==> config.mk <==
export PLATFORM = sky130hd
export DESIGN_NAME = held_key_list
export DESIGN_NICKNAME = d
export VERILOG_FILES = /design/src/rtl/hkl_pkg.sv /design/src/rtl/hkl_cell.sv /design/src/rtl/held_key_list.sv
export SDC_FILE = /design/constraint.sdc
export NUM_CORES = 1
export LEC_CHECK = 0
export CORE_ASPECT_RATIO = 1.4
export CORE_MARGIN = 5
export CORE_UTILIZATION = 45
export CTS_BUF_LIST = sky130_fd_sc_hd__clkbuf_16
export CTS_CLUSTER_SIZE = 25
export DETAILED_ROUTE_END_ITERATION = 10
export DONT_BUFFER_PORTS = 1
export GPL_ROUTABILITY_DRIVEN = 0
export SLEW_MARGIN = 20
export SYNTH_ARGS = -nofsm -noshare
export SYNTH_HDL_FRONTEND = slang
export SYNTH_SLANG_ARGS = --single-unit
==> constraint.sdc <==
create_clock -name clk -period 3.1 [get_ports clk]
set_clock_uncertainty 0.05 [all_clocks]
set_input_delay 0.62 -clock clk [delete_from_list [all_inputs] [get_ports clk]]
set_output_delay 0.62 -clock clk [all_outputs]
set_load 0.01 [all_outputs]
==> src/rtl/hkl_pkg.sv <==
`default_nettype none
// ----------------------------------------------------------------------------
// hkl_pkg
// Shared types and codes for the held key list and its chain of slot cells.
// ----------------------------------------------------------------------------
package hkl_pkg;

	localparam logic [1:0] CMD_SCAN   = 2'd0;
	localparam logic [1:0] CMD_READ   = 2'd1;
	localparam logic [1:0] CMD_CLEAR  = 2'd2;
	localparam logic [1:0] CMD_UNUSED = 2'd3;

	localparam logic [2:0] ST_ADDED    = 3'd0;
	localparam logic [2:0] ST_HELD     = 3'd1;
	localparam logic [2:0] ST_FULL     = 3'd2;
	localparam logic [2:0] ST_RELEASED = 3'd3;
	localparam logic [2:0] ST_NOTFOUND = 3'd4;
	localparam logic [2:0] ST_IGNORED  = 3'd5;
	localparam logic [2:0] ST_READ     = 3'd6;
	localparam logic [2:0] ST_CLEARED  = 3'd7;

	localparam logic [7:0] RELEASE_BIT = 8'h80;
	localparam logic [7:0] CODE_MASK   = 8'h7F;
	localparam logic [7:0] ZERO_BYTE   = 8'h00;

	typedef enum logic [1:0] {
		OP_PROBE,
		OP_RELEASE,
		OP_READ
	} op_t;

	typedef enum logic {
		FSM_IDLE,
		FSM_WALK
	} fsm_t;

	typedef struct packed {
		logic [1:0] cmd;
		logic [7:0] scan_byte;
		logic [3:0] slot_index;
	} req_t;

	typedef struct packed {
		logic [2:0] status;
		logic [4:0] held_count;
		logic [6:0] slot_key;
		logic       slot_valid;
	} rsp_t;

	typedef struct packed {
		logic       active;
		op_t        op;
		logic [6:0] code;
		logic [3:0] idx;
		logic       found;
		logic [6:0] rkey;
	} tok_t;

endpackage
`default_nettype wire

==> src/rtl/hkl_cell.sv <==
`default_nettype none
// ----------------------------------------------------------------------------
// hkl_cell
// One list slot. Each token is registered as it passes; the cell matches it,
// serves reads, takes an added key and pulls its neighbor's key on a release.
// ----------------------------------------------------------------------------
module hkl_cell
	import hkl_pkg::*;
#(
	parameter int IDX = 0,
	parameter int CW  = 5
) (
	input  wire logic          clk,
	input  wire logic          arst_n,
	input  wire tok_t          tok_in,
	output tok_t               tok_out,
	input  wire logic [CW-1:0] total,
	input  wire logic [6:0]    next_key,
	input  wire logic          wr_en,
	input  wire logic [CW-1:0] wr_idx,
	input  wire logic [6:0]    wr_key,
	output logic [6:0]         key
);

	logic [6:0] key_q;
	logic       act_q;
	tok_t       pay_q;
	tok_t       tok_nxt;
	logic       here;
	logic       hit;

	assign here = CW'(IDX) < total;
	assign hit  = tok_in.active && here && (key_q == tok_in.code) &&
	              (tok_in.op != OP_READ) && !tok_in.found;

	always_comb begin
		tok_nxt       = tok_in;
		tok_nxt.found = tok_in.found | hit;
		if (tok_in.op == OP_READ && here && 32'(tok_in.idx) == IDX) begin
			tok_nxt.rkey = key_q;
		end
	end

	always_ff @(posedge clk or negedge arst_n) begin
		if (!arst_n) begin
			act_q <= 1'b0;
		end else begin
			act_q <= tok_in.active;
		end
	end

	always_ff @(posedge clk) begin
		pay_q <= tok_nxt;
		if (tok_in.active && tok_in.op == OP_RELEASE && tok_nxt.found) begin
			key_q <= next_key;
		end else if (wr_en && wr_idx == CW'(IDX)) begin
			key_q <= wr_key;
		end
	end

	always_comb begin
		tok_out        = pay_q;
		tok_out.active = act_q;
	end

	assign key = key_q;

endmodule
`default_nettype wire

==> src/rtl/held_key_list.sv <==
`default_nettype none
// ----------------------------------------------------------------------------
// held_key_list
// Ordered list of held key codes built as a chain of slot cells.
// ----------------------------------------------------------------------------
// A request (req: cmd, scan_byte, slot_index) is taken on a rising edge with
// start high and busy low. Every request gives one result on rsp, marked by
// done for exactly one cycle; the receiver cannot stall it.
// Clear, zero-byte and unused commands answer on the next cycle, and busy
// stays low for them. Scancode and read requests send a token down the chain of
// LIST_DEPTH cells, registered in each cell in turn, for search, slot read and
// release shift; done and rsp are registered when the token leaves the chain,
// and busy holds off new requests until then.
// An add writes the new key into the first free cell when the token leaves
// the chain. Reset empties the list; slot contents are not cleared and are
// never observed past the held count.
// ----------------------------------------------------------------------------
module held_key_list
	import hkl_pkg::*;
#(
	parameter int LIST_DEPTH = 16
) (
	input  wire logic clk,
	input  wire logic arst_n,
	input  wire logic start,
	input  wire req_t req,
	output logic      busy,
	output logic      done,
	output rsp_t      rsp
);

	localparam int CW = $clog2(LIST_DEPTH + 1);

	tok_t          tok [0:LIST_DEPTH];
	logic [6:0]    keys [0:LIST_DEPTH];
	logic [CW-1:0] total_q;
	logic [CW-1:0] total_nxt;
	fsm_t          fsm_q;
	fsm_t          fsm_nxt;
	logic          accept;
	logic          launch;
	logic          finish;
	logic          wr_en;
	rsp_t          rsp_nxt;
	rsp_t          rsp_q;
	logic          done_q;
	logic [31:0]   count_ext;
	logic [7:0]    code_byte;

	assign accept    = start && !busy;
	assign code_byte = req.scan_byte & CODE_MASK;
	assign launch    = accept && (req.cmd == CMD_READ ||
	                   (req.cmd == CMD_SCAN && req.scan_byte != ZERO_BYTE));
	assign finish    = tok[LIST_DEPTH].active;

	always_comb begin
		tok[0]        = '0;
		tok[0].active = launch;
		tok[0].code   = code_byte[6:0];
		tok[0].idx    = req.slot_index;
		if (req.cmd == CMD_READ) begin
			tok[0].op = OP_READ;
		end else if ((req.scan_byte & RELEASE_BIT) != ZERO_BYTE) begin
			tok[0].op = OP_RELEASE;
		end else begin
			tok[0].op = OP_PROBE;
		end
	end

	assign keys[LIST_DEPTH] = '0;

	for (genvar i = 0; i < LIST_DEPTH; i++) begin : g_cell
		hkl_cell #(
			.IDX (i),
			.CW  (CW)
		) u_cell (
			.clk      (clk),
			.arst_n   (arst_n),
			.tok_in   (tok[i]),
			.tok_out  (tok[i+1]),
			.total    (total_q),
			.next_key (keys[i+1]),
			.wr_en    (wr_en),
			.wr_idx   (total_q),
			.wr_key   (tok[LIST_DEPTH].code),
			.key      (keys[i])
		);
	end

	always_comb begin
		fsm_nxt = fsm_q;
		unique case (fsm_q)
			FSM_IDLE: if (launch) fsm_nxt = FSM_WALK;
			FSM_WALK: if (finish) fsm_nxt = FSM_IDLE;
			default:  fsm_nxt = FSM_IDLE;
		endcase
	end

	always_comb begin
		busy = (fsm_q == FSM_WALK);
	end

	always_comb begin
		rsp_nxt   = '0;
		total_nxt = total_q;
		wr_en     = 1'b0;
		if (finish) begin
			unique case (tok[LIST_DEPTH].op)
				OP_RELEASE: begin
					if (tok[LIST_DEPTH].found) begin
						rsp_nxt.status = ST_RELEASED;
						total_nxt      = total_q - CW'(1);
					end else begin
						rsp_nxt.status = ST_NOTFOUND;
					end
				end
				OP_PROBE: begin
					if (tok[LIST_DEPTH].found) begin
						rsp_nxt.status = ST_HELD;
					end else if (total_q == CW'(LIST_DEPTH)) begin
						rsp_nxt.status = ST_FULL;
					end else begin
						rsp_nxt.status = ST_ADDED;
						total_nxt      = total_q + CW'(1);
						wr_en          = 1'b1;
					end
				end
				default: begin
					rsp_nxt.status     = ST_READ;
					rsp_nxt.slot_valid = 32'(tok[LIST_DEPTH].idx) < 32'(total_q);
					rsp_nxt.slot_key   = rsp_nxt.slot_valid ?
					                     tok[LIST_DEPTH].rkey : 7'd0;
				end
			endcase
		end else if (accept && req.cmd == CMD_CLEAR) begin
			rsp_nxt.status = ST_CLEARED;
			total_nxt      = '0;
		end else begin
			rsp_nxt.status = ST_IGNORED;
		end
		count_ext          = 32'(total_nxt);
		rsp_nxt.held_count = count_ext[4:0];
	end

	always_ff @(posedge clk or negedge arst_n) begin
		if (!arst_n) begin
			fsm_q   <= FSM_IDLE;
			total_q <= '0;
			done_q  <= 1'b0;
		end else begin
			fsm_q   <= fsm_nxt;
			total_q <= total_nxt;
			done_q  <= finish || (accept && !launch);
		end
	end

	always_ff @(posedge clk) begin
		rsp_q <= rsp_nxt;
	end

	assign done = done_q;
	assign rsp  = rsp_q;

endmodule
`default_nettype wire
Word-level counts from Yosys, hierarchy flattened

Cells that the tools add are included.

Flip-flop bits (word level): 487
Input bits: 17
Output and inout bits: 18
Word-level logic and storage cells: 509

Add/sub/neg operators: 2
Order comparisons: 17
Equality and inequality tests: 98
Multiplexer cells: 66
Bitwise logic cells: 18
Reduce and logical (&&, ||, !) cells: 189

Operator list:

| kind                                                                        | number |
|---|---|
| 7-bit 2-to-1 mux                                                            | 45 |
| 1-bit logical AND                                                           | 148 |
| 7-bit == test                                                               | 16 |
| 5-bit by 4-bit == test with 1-bit output, second input constant             | 8 |
| 4-bit by 5-bit less-than comparator with 1-bit output, first input constant | 8 |
| 2-bit by 1-bit == test with 1-bit output, second input constant             | 18 |
| 2-bit == test, second input constant                                        | 17 |
| 4-bit == test, second input constant                                        | 8 |
| 2-bit != test, second input constant                                        | 16 |
| 2-bit nonzero test                                                          | 15 |
| 5-bit 2-to-1 mux                                                            | 5 |
| 5-bit by 3-bit == test with 1-bit output, second input constant             | 4 |
| 3-bit by 5-bit less-than comparator with 1-bit output, first input constant | 4 |
| 1-bit zero test                                                             | 17 |
| 4-bit by 3-bit == test with 1-bit output, second input constant             | 4 |
| 1-bit bitwise OR                                                            | 15 |
| 5-bit by 2-bit == test with 1-bit output, second input constant             | 2 |
| 1-bit by 5-bit less-than comparator with 1-bit output, first input constant | 2 |
| 2-bit by 5-bit less-than comparator with 1-bit output, first input constant | 2 |
| 5-bit case mux with 2 select lines                                          | 1 |
| 4-bit by 2-bit == test with 1-bit output, second input constant             | 2 |
| 2-bit 2-to-1 mux                                                            | 4 |
| 8-bit nonzero test                                                          | 1 |
| 1-bit 2-to-1 mux                                                            | 7 |
| other kinds (16)                                                            | 21 |

Logic depth before layout (Yosys ltp)

Gate-level depths: netlist (run 1).

Depth after elaboration: 9
Gate-level depth with buffers: 9
Mapped depth without buffers: 7

Hierarchy

Synthesis (run 1) repeated with hierarchy kept, for this count alone.

Cell total of the unflattened synthesis: 1800
Area total of the unflattened synthesis: 20721.1 µm²

By module, submodules not included:

| module                            | instances | cells each | area each (µm²) | seq. area each (µm²) |
|---|---|---|---|---|
| hkl_cell at g_cell[11].u_cell ... | 2         | 113        | 1233.7          | 655.6 |
| hkl_cell at g_cell[8].u_cell      | 1         | 128        | 1386.3          | 655.6 |
| hkl_cell at g_cell[12].u_cell     | 1         | 109        | 1290.0          | 655.6 |
| hkl_cell at g_cell[0].u_cell      | 1         | 108        | 1272.5          | 655.6 |
| hkl_cell at g_cell[5].u_cell      | 1         | 113        | 1266.2          | 655.6 |
| hkl_cell at g_cell[7].u_cell      | 1         | 113        | 1262.5          | 655.6 |
| hkl_cell at g_cell[9].u_cell      | 1         | 107        | 1260.0          | 655.6 |
| hkl_cell at g_cell[13].u_cell     | 1         | 106        | 1258.7          | 655.6 |
| hkl_cell at g_cell[6].u_cell      | 1         | 113        | 1246.2          | 655.6 |
| hkl_cell at g_cell[14].u_cell     | 1         | 106        | 1244.9          | 655.6 |
| hkl_cell at g_cell[2].u_cell      | 1         | 113        | 1241.2          | 655.6 |
| hkl_cell at g_cell[4].u_cell      | 1         | 107        | 1231.2          | 655.6 |
| hkl_cell at g_cell[3].u_cell      | 1         | 113        | 1226.2          | 655.6 |
| held_key_list                     | 1         | 109        | 1083.5          | 495.5 |
| +2 rows                           | -         | -          | -               | - |

Worst setup path before layout (run 1)

No wires, ideal clock.

Kind: flip-flop to flip-flop
Start: register total_q[1]
End: register g_cell[1].u_cell.key_q[0] (data pin)
Library setup time: 0.260 ns
Data arrival time: 2.012 ns
Required time: 2.790 ns
Path slack: 0.779 ns
Stages on the path, launching flop included: 8
Path buffers: 1
Clock period less this slack: 2.321 ns
Path through: dfrtp_1 clkbuf_8 inv_1 ha_1 o21ai_0 nand4_1 a211oi_4 mux2_2

Cells in the longest elaborated chain, start to end: 8

RTL lines:

| element                                               | RTL line             | source |
|---|---|---|
| from (decl)                                           | held_key_list.sv:36  | `logic [CW-1:0] total_q;` |
| from (signal assigned)                                | held_key_list.sv:152 | `total_q <= total_nxt;` |
| 1-bit by 5-bit less-than comparator with 1-bit output | hkl_cell.sv:32       | `assign here = CW'(IDX) < total;` |
| 1-bit logical AND (3 in a row)                        | hkl_cell.sv:33       | `assign hit = tok_in.active && here && (key_q == tok_in.code) &&` |
| 1-bit logical AND                                     | hkl_cell.sv:34       | `(tok_in.op != OP_READ) && !tok_in.found;` |
| 1-bit bitwise OR                                      | hkl_cell.sv:38       | `tok_nxt.found = tok_in.found \| hit;` |
| 1-bit logical AND                                     | hkl_cell.sv:54       | `if (tok_in.active && tok_in.op == OP_RELEASE && tok_nxt.found) begin` |
| 7-bit 2-to-1 mux                                      | hkl_cell.sv:54       |  |
| to (signal assigned)                                  | hkl_cell.sv:55       | `key_q <= next_key;` |
| to (signal assigned)                                  | hkl_cell.sv:57       | `key_q <= wr_key;` |
| to (decl)                                             | hkl_cell.sv:25       | `logic [6:0] key_q;` |

No other way between the ends.
A chain may end at the register's enable or synchronous reset.

Worst setup path in the final report (run 1)

Start: register total_q[1]
End: register g_cell[1].u_cell.key_q[3] (enable)

Cells in the longest elaborated chain, start to end: 8
Elaborated cells on any way between the ends: 15
Classes of those cells: 1 x order compare; 2 x eq/ne; 4 x mux; 1 x bitwise; 7 x reduce/logical

RTL lines:

| element                                               | RTL line |
|---|---|
| 1-bit by 5-bit less-than comparator with 1-bit output | hkl_cell.sv:32 |
| 1-bit logical AND (3 in a row)                        | hkl_cell.sv:33 |
| 1-bit logical AND                                     | hkl_cell.sv:34 |
| 1-bit bitwise OR                                      | hkl_cell.sv:38 |
| 1-bit logical AND                                     | hkl_cell.sv:54 |
| 2-bit nonzero test (no line) *                        | - |

Mark *: on every way between the ends. The rest lies on a longest branch, timed or not.

==> out/metrics.csv, run 1 <==
metric,value,unit
Mapped Cells,1145,
Final Power,13.25,mW
All-Layer GR Usage,19.21,%
crit start category,register,
CTS root buffer,clkbuf_16,
CP Capture Type,register,
number of remaining DRC errors,0,
minimum clock period,2801,ps
row count,83,
worst-skew pair later-pin latency,560,ps
dpl cell area,0.01704,mm2
die width,171.8,um
synth unique cells,65,
YS warnings,0,
R2R setup slack,300,ps
hold path cells,0,
power share of the combinational group,5.5,%
share of power burned in registers,52.9,%
max_slew headroom,26.09,%
first-pass GRT wire length,58530,um
critical path class,register to register,
Post-synth EDFFs,105,
LEAKAGE,7.201,nW
largest net degree at the start of global routing,24,
Final Hold Violating Endpoints,0,
final setup TNS,0,ps
Routed WL,38690,um
worst-margin pin slew,1107,ps
Post-CTS Setup Inserts,0,
Mean Syn Cell Area,14.40,um2
via count,8791,
Antenna Cells,0,
TritonCTS clock tree,yes,
Initial Util,45.22,%
status,"finished, final reports clean",
sequential share of the synthesized area,66.22,%
WP data required,3270,ps
nets,1205,
mapped cell area,0.01648,mm2
RSZ-0062 raised after global routing,false,
IO Pins,35,
CTS Buffer Depth,3,
DR pass1 iterations,4,
post-detail-place hpwl,27840,um
Clock transition at path regs,70,ps
"top cells by area, synth","dfxtp_1, edfxtp_1, mux2_2, dfrtp_1, xor2_1",
I/O Buffers,0,
share of layout cells above drive strength 1,27.08,%
antenna violations before repair,2,
wire per inst,23.00,um
Worst R2R Path Depth,6,
core area,0.03645,mm2
Synth Net Count,1170,
final design area excluding fillers,0.01853,mm2
dpl ws,307.2,ps
wire length on met2,21990,um
internal power,10.21,mW
Switching Share,22.94,%
"Worst Setup Slack, final",299.0,ps
Yosys top cell by area,dfxtp_1,
fin crit share,90.35,%
peak supply drop,539.4,uV
Die Y,236.5,um
Die Area,0.04061,mm2
1st-iter DRT viols,438,
vias in the first global route,9473,
PwrDens,715.0,mW/mm2
Crit Path Max Fanout,10,
FF-to-FF Start,total_q[1],
DR vias/cell,5.227,
total grt overflow,0,
critical hold path startpoint,req[9],
Pins Over Slew Limit,0,
Post-DRT Antenna Nets,0,
Hold Crit Endpoint,g_cell[0].u_cell.tok_out[17],
DR top layer,met4,
sw power,3.039,mW
routed metal-1 wirelength,14190,um
area growth from synthesis to layout,12.40,%
most frequent cell after synthesis,dfxtp_1,
WL met3,1334,um
max cap viols,0,
Worst Path Arrival,2970,ps
cts bufs inserted,45,
Async SR Flop Fraction,4.723,%
Clock Power Share,41.6,%
ys flop type,dfxtp_1,
RR Endpoint,g_cell[1].u_cell.key[3],
# setup viols final,0,
Yosys top cell area share,43.60,%
top cells by instance count after synthesis,"dfxtp_1, mux2_2, edfxtp_1",
Yosys reg bits,487,
clock sinks,487,
Worst Hold Class,primary input to register,
Max Freq,357.0,MHz
Max H-tree Level,2,
[how the worst max path moves through the flow]
stage                                  startpoint                 endpoint  slack (ps)  cells past startpoint
after floorplan                        total_q[1]  g_cell[1].u_cell.key[0]         780                      7
after global placement    g_cell[3].u_cell.key[4]  g_cell[3].u_cell.key[5]         290                      5
after detailed placement  g_cell[3].u_cell.key[4]  g_cell[3].u_cell.key[4]         310                      5
after CTS                 g_cell[3].u_cell.key[4]  g_cell[3].u_cell.key[1]         290                      5
after global routing                   total_q[1]  g_cell[1].u_cell.key[3]         150                      6
final                                  total_q[1]  g_cell[1].u_cell.key[3]         300                      6
[area by class of cell]
| class | count | area [um2] |
|---|---|---|
| clock buffer | 45 | 1126 |
| clock inverter | 37 | 331.6 |
| fill | 3099 | 17920 |
| inverter | 17 | 63.81 |
| multi-input combinational | 604 | 5301 |
| sequential | 487 | 10920 |
| tap | 467 | 584.3 |
| timing repair buffer | 25 | 202.7 |
[power by group through the flow]
stage | Clock, mW | Sequential [mW] | Combinational [mW]
after floorplan | 0 | 7.02 | 0.521
after global placement | 0 | 7.14 | 0.722
after detailed placement | 0 | 7.15 | 0.720
after CTS | 5.62 | 7.01 | 0.740
after global routing | 5.85 | 7.04 | 0.793
final | 5.51 | 7.01 | 0.735
[sequential cells by signal, indices dropped and copies added (netlist names)]
name,count
busy,1
done,1
g_cell.u_cell.act_q,16
g_cell.u_cell.key,112
g_cell.u_cell.tok_out,336
rsp,16
total_q,5
[stage by stage]
step           hold WS, ps  utilization [%]  std cells
6_report             37.85            50.83       1682
5_1_grt              12.40            50.83       1682
4_1_cts              11.18            50.83       1682
3_5_place_dp         274.9            46.74       1598
3_3_place_gp         275.2            46.74       1598
2_1_floorplan        272.4                -       1145
[repair_timing]
| item | 4_1_cts | 5_1_grt |
|---|---|---|
| hold buffers | 2 | 0 |
| gates resized for setup | 0 | 0 |
| hold endpoints to repair | 23 | 0 |
| endpoints found under the setup margin | 0 | 0 |
[metal layers]
layer  track usage [%]  vias to the layer above
li1                  -                     4158
met1             21.16                     4378
met2             36.94                      182
met3             2.906                       73
met4             6.363                        0
met5                 0                        -
[cell usage in the layout (no fill, tap or decap), types with 11 or more instances in the layout]
cell type  synthesis  layout
nor2_1            19      19
xor2_1            58      58
nand2b_1          17      17
clkinv_2           0      13
o21ai_0           13      13
clkbuf_16          0      45
inv_1             16      23
nor3_1            12      12
a21oi_1           13      13
dfrtp_1           23      23
nand2_1           32      32
edfxtp_1         105     105
mux2_2           210     210
dfxtp_1          359     358
and2_1            11      11
xnor2_1           53      53
nand3_1           12      12
buf_4              3      23
nor4_1            20      20
[worst max-delay path, cell delays in order, from the launching register on]
cell and delay (ps):
dfrtp_1 570, inv_1 210, ha_1 240, o21ai_0 290, nand4_1 230, a211oi_4 500
a41o_1 360
[cell families (layout without fill, tap and decap cells)]
logic type      count (synthesis)  in the layout  share of synthesized area, %
compound gates                 83             83                         4.023
mux                           217            217                         14.77
buf+inv                        54            124                         1.617
fa+ha+maj                       8              8                        0.6073
simple gates                  185            185                         6.862
flops                         487            487                         66.22
xor+xnor                      111            111                         5.898
Note: power is estimated with default switching activity, not from simulation.
==> run 2: changes to the inputs <==
ABC_CLOCK_PERIOD_IN_PS = 3100   (was not set)
CORE_UTILIZATION = 60   (was 45)
CTS_CLUSTER_SIZE = 28   (was 25)
PLACE_DENSITY = 0.76   (was not set)
==> out/metrics.csv, run 2 (synthesis results as in run 1) <==
metric,value,unit
fillers,1918,
Max H-tree Level,2,
"commonest cells after routing, fill and taps aside","dfxtp_1, mux2_2, edfxtp_1",
DR pass1 iterations,5,
via count,8968,
clock sinks,487,
Worst Path Arrival,3090,ps
CTS root buffer,clkbuf_16,
crit path max-delay cell type,dfrtp_1,
CP Capture Type,register,
wire per inst,23.64,um
"commonest non-fill, non-tap cell in the layout",dfxtp_1,
Max Freq,339.9,MHz
share of layout cells above drive strength 1,25.79,%
Seq. cell area,0.01092,mm2
worst-margin pin slew,1155,ps
hold path cells,0,
"Cell Chain, Critical Path",or3_1 > a21oi_1 > o41ai_1 > and4b_1 > a41o_1,
largest net degree at the start of global routing,24,
status,"finished, final reports clean",
antenna violations before repair,1,
WP data required,3250,ps
number of remaining DRC errors,0,
I/O Buffers,0,
# setup viols final,0,
TritonCTS clock tree,yes,
critical path class,register to register,
CP max stage delay,790,ps
Worst R2R Path Depth,5,
Die Y,206.1,um
row count,71,
R2R setup slack,160,ps
Routed WL,37140,um
LEAKAGE,7.150,nW
max reg flops,336,
core area,0.02701,mm2
Post-DRT Antenna Nets,0,
Pins Over Slew Limit,0,
Antenna Cells,0,
final setup TNS,0,ps
Clock transition at path regs,70,ps
total grt overflow,0,
peak supply drop,556.1,uV
Initial Util,61.04,%
vias in the first global route,9691,
final design area excluding fillers,0.01830,mm2
DR vias/cell,5.708,
cts-stage hold buffer count,2,
worst-skew pair later-pin latency,550,ps
Worst Hold Class,primary input to register,
area growth from synthesis to layout,11.01,%
first-pass GRT wire length,57280,um
max cap viols,0,
max_slew headroom,22.93,%
die width,150.1,um
cts bufs inserted,43,
CTS Buffer Depth,3,
IO Pins,35,
PwrDens,710.7,mW/mm2
post-detail-place hpwl,26100,um
fin crit share,94.90,%
Final Hold Violating Endpoints,0,
Multi-input gate area,0.005301,mm2
crit start category,register,
Post-CTS Setup Inserts,0,
minimum clock period,2942,ps
Crit Path Max Fanout,20,
RSZ-0062 raised after global routing,false,
Die Area,0.03093,mm2
dpl cell area,0.01686,mm2
All-Layer GR Usage,24.61,%
post-CTS resize count,0,
1st-iter DRT viols,580,
nets,1197,
==> run 2: cell count changes in the layout (fill, tap and decap cells not counted) <==
cell,change
clkinv_2,-8
clkinvlp_4,-1
inv_6,-2
buf_4,-6
bufinv_16,-4
inv_1,+4
clkbuf_16,+4
clkinv_1,+4
dfxtp_1,+1
dfxtp_2,-1
==> run 2: where the power goes <==
group | internal (mW) | switching, mW | leakage [nW]
Sequential | 6.75 | 0.314 | 4.22
Clock | 2.99 | 2.25 | 0.732
Combinational | 0.311 | 0.387 | 2.19
Total | 10.1 | 2.95 | 7.15
==> run 2: layout make-up <==
class | instances | share of cell area (%)
Tap cell | 365 | 2.496
Multi-Input combinational cell | 604 | 28.97
Clock inverter | 30 | 0.9642
Inverter | 17 | 0.3487
Clock buffer | 49 | 6.701
Sequential cell | 487 | 59.66
Timing Repair Buffer | 19 | 0.8616
==> run 2: layer usage <==
metal  part of all wire, %  GRT usage [%]
met5                     0              0
met2                    56          46.96
met1                    37          27.51
met3                   3.3          3.334
met4                   3.6          9.320
==> run 2: metrics by stage <==
step | power (mW) | setup slack [ps] | hold slack, ps | utilization (%) | instances
after floorplan | 7.544 | 778.7 | 272.4 | - | 1145
after global placement | 7.853 | 328.4 | 274.7 | 62.45 | 1490
after detailed placement | 7.868 | 262.1 | 275.1 | 62.45 | 1490
after CTS | 13.05 | 215.5 | 28.61 | 67.75 | 1571
after global routing | 13.41 | 16.24 | 21.02 | 67.75 | 1571
final | 13.00 | 158.0 | 42.94 | 67.75 | 1571
==> run 2: worst paths after layout <==
kind                                                    from                           end
worst min register to register  g_cell[8].u_cell.tok_out[11]  g_cell[9].u_cell.tok_out[11]
max in group asynchronous                             arst_n        g_cell[7].u_cell.act_q
min in group asynchronous                             arst_n       g_cell[15].u_cell.act_q
worst max register to register                    total_q[2]       g_cell[8].u_cell.key[2]
worst min-delay path                                  req[9]  g_cell[0].u_cell.tok_out[17]
worst max-delay path                              total_q[2]       g_cell[8].u_cell.key[2]
==> run 2: critical path, delay by kind of cell (launching register included) <==
| kind | cells | cell delay, ps |
|---|---|---|
| AOI/OAI and AO/OA | 3 | 960 |
| DFF | 1 | 790 |
| and+or+nand+nor | 2 | 790 |
==> run 3: changes to the inputs <==
CORE_ASPECT_RATIO = not set   (was 1.4)
==> out/metrics.csv, run 3 (synthesis results as in run 1) <==
metric,value,unit
Crit Path Max Fanout,16,
critical hold path startpoint,req[5],
Antenna Cells,0,
worst-skew pair later-pin latency,530,ps
Routed WL,34250,um
cts bufs inserted,46,
vias in the first global route,9497,
LEAKAGE,7.124,nW
CP Capture Type,register,
post-CTS resize count,0,
"commonest non-fill, non-tap cell in the layout",dfxtp_1,
DR pass1 iterations,5,
CTS root buffer,clkbuf_16,
Worst Path Arrival,2910,ps
max reg flops,336,
RSZ-0062 raised after global routing,false,
share of layout cells above drive strength 1,25.75,%
Pins Over Slew Limit,0,
CTS Buffer Depth,3,
wire per inst,22.11,um
crit start category,register,
I/O Buffers,0,
status,"finished, final reports clean",
Initial Util,60.99,%
All-Layer GR Usage,22.62,%
cts-stage hold buffer count,2,
PwrDens,701.7,mW/mm2
Worst Hold Class,primary input to register,
die width,175.7,um
area growth from synthesis to layout,10.48,%
max cap viols,0,
TritonCTS clock tree,yes,
largest net degree at the start of global routing,24,
# setup viols final,0,
1st-iter DRT viols,540,
IO Pins,35,
"Worst Setup Slack, final",343.5,ps
Final Hold Violating Endpoints,0,
Die Area,0.03089,mm2
final setup TNS,0,ps
critical path class,register to register,
max_slew headroom,27.43,%
"commonest cells after routing, fill and taps aside","dfxtp_1, mux2_2, edfxtp_1",
Max Freq,362.8,MHz
total grt overflow,0,
minimum clock period,2757,ps
core area,0.02703,mm2
number of remaining DRC errors,0,
dpl ws,335.6,ps
clock sinks,487,
fin crit share,88.92,%
antenna violations before repair,0,
Clock transition at path regs,60,ps
FF-to-FF Start,total_q[0],
peak supply drop,655.0,uV
via count,8718,
first-pass GRT wire length,54420,um
CP Launch Point,total_q[0],
DR vias/cell,5.628,
post-detail-place hpwl,24110,um
Max H-tree Level,2,
row count,60,
worst-margin pin slew,1087,ps
WP data required,3250,ps
Post-DRT Antenna Nets,0,
nets,1197,
Post-CTS Setup Inserts,0,
Die Y,175.7,um
fillers,1922,
==> run 3: cell types whose count changed in the layout (fill, tap and decap cells not counted) <==
cell,delta
clkinvlp_4,+1
inv_1,+1
bufinv_16,-1
clkbuf_16,-2
clkinv_2,+3
buf_4,-3
inv_2,+1
inv_8,+1
clkinv_1,+1
==> run 3: worst paths after layout <==
| path | end | slack [ps] | depth (start not counted) |
|---|---|---|---|
| worst min register to register | g_cell[8].u_cell.tok_out[10] | 290 | 0 |
| min in group asynchronous | g_cell[0].u_cell.act_q | 490 | 2 |
| max in group asynchronous | g_cell[6].u_cell.act_q | 2340 | 2 |
| worst max-delay path | g_cell[8].u_cell.key[0] | 340 | 5 |
| worst max register to register | g_cell[8].u_cell.key[0] | 340 | 5 |
| worst min-delay path | g_cell[0].u_cell.tok_out[13] | 50 | 0 |
==> run 3: power breakdown <==
part	internal [mW]	switching, mW
clock	2.83	2.26
sequential	6.75	0.288
combinational	0.289	0.366
total	9.87	2.91
==> run 3: cell type report <==
| cell class | instances | area (um2) | area share (%) |
|---|---|---|---|
| multi-input combinational | 604 | 5301 | 29.11 |
| inverter | 17 | 63.81 | 0.3504 |
| clock inverter | 37 | 191.4 | 1.051 |
| clock buffer | 47 | 1176 | 6.459 |
| sequential | 487 | 10920 | 59.94 |
| tap | 341 | 426.7 | 2.343 |
| timing repair buffer | 16 | 135.1 | 0.7421 |
==> run 3: through the flow <==
step	cells	hold WS (ps)	power (mW)	area, um2	util (%)
global route	1549	35.39	13.24	18210	67.38
detailed placement	1463	275.4	7.808	16810	62.21
CTS	1549	34.96	12.86	18210	67.38
global placement	1463	275.0	7.793	16810	62.21
floorplan	1145	272.4	7.544	16480	-
finish	1549	52.48	12.78	18210	67.38
==> run 3: per-layer routing <==
metal / share of wire (%) / track usage [%] / wire [um]
met5: 0 / 0 / 0
met4: 2.4 / 6.335 / 809
met3: 3.0 / 2.970 / 1028
met2: 51 / 39.53 / 17410
met1: 44 / 29.82 / 14990
==> run 3: worst max-delay path, cell delays in order, from the launching register on <==
cell     delay, ps
dfrtp_1        690
or3_1          200
a21oi_1        120
o41ai_1        490
and4b_1        500
a41o_1         360
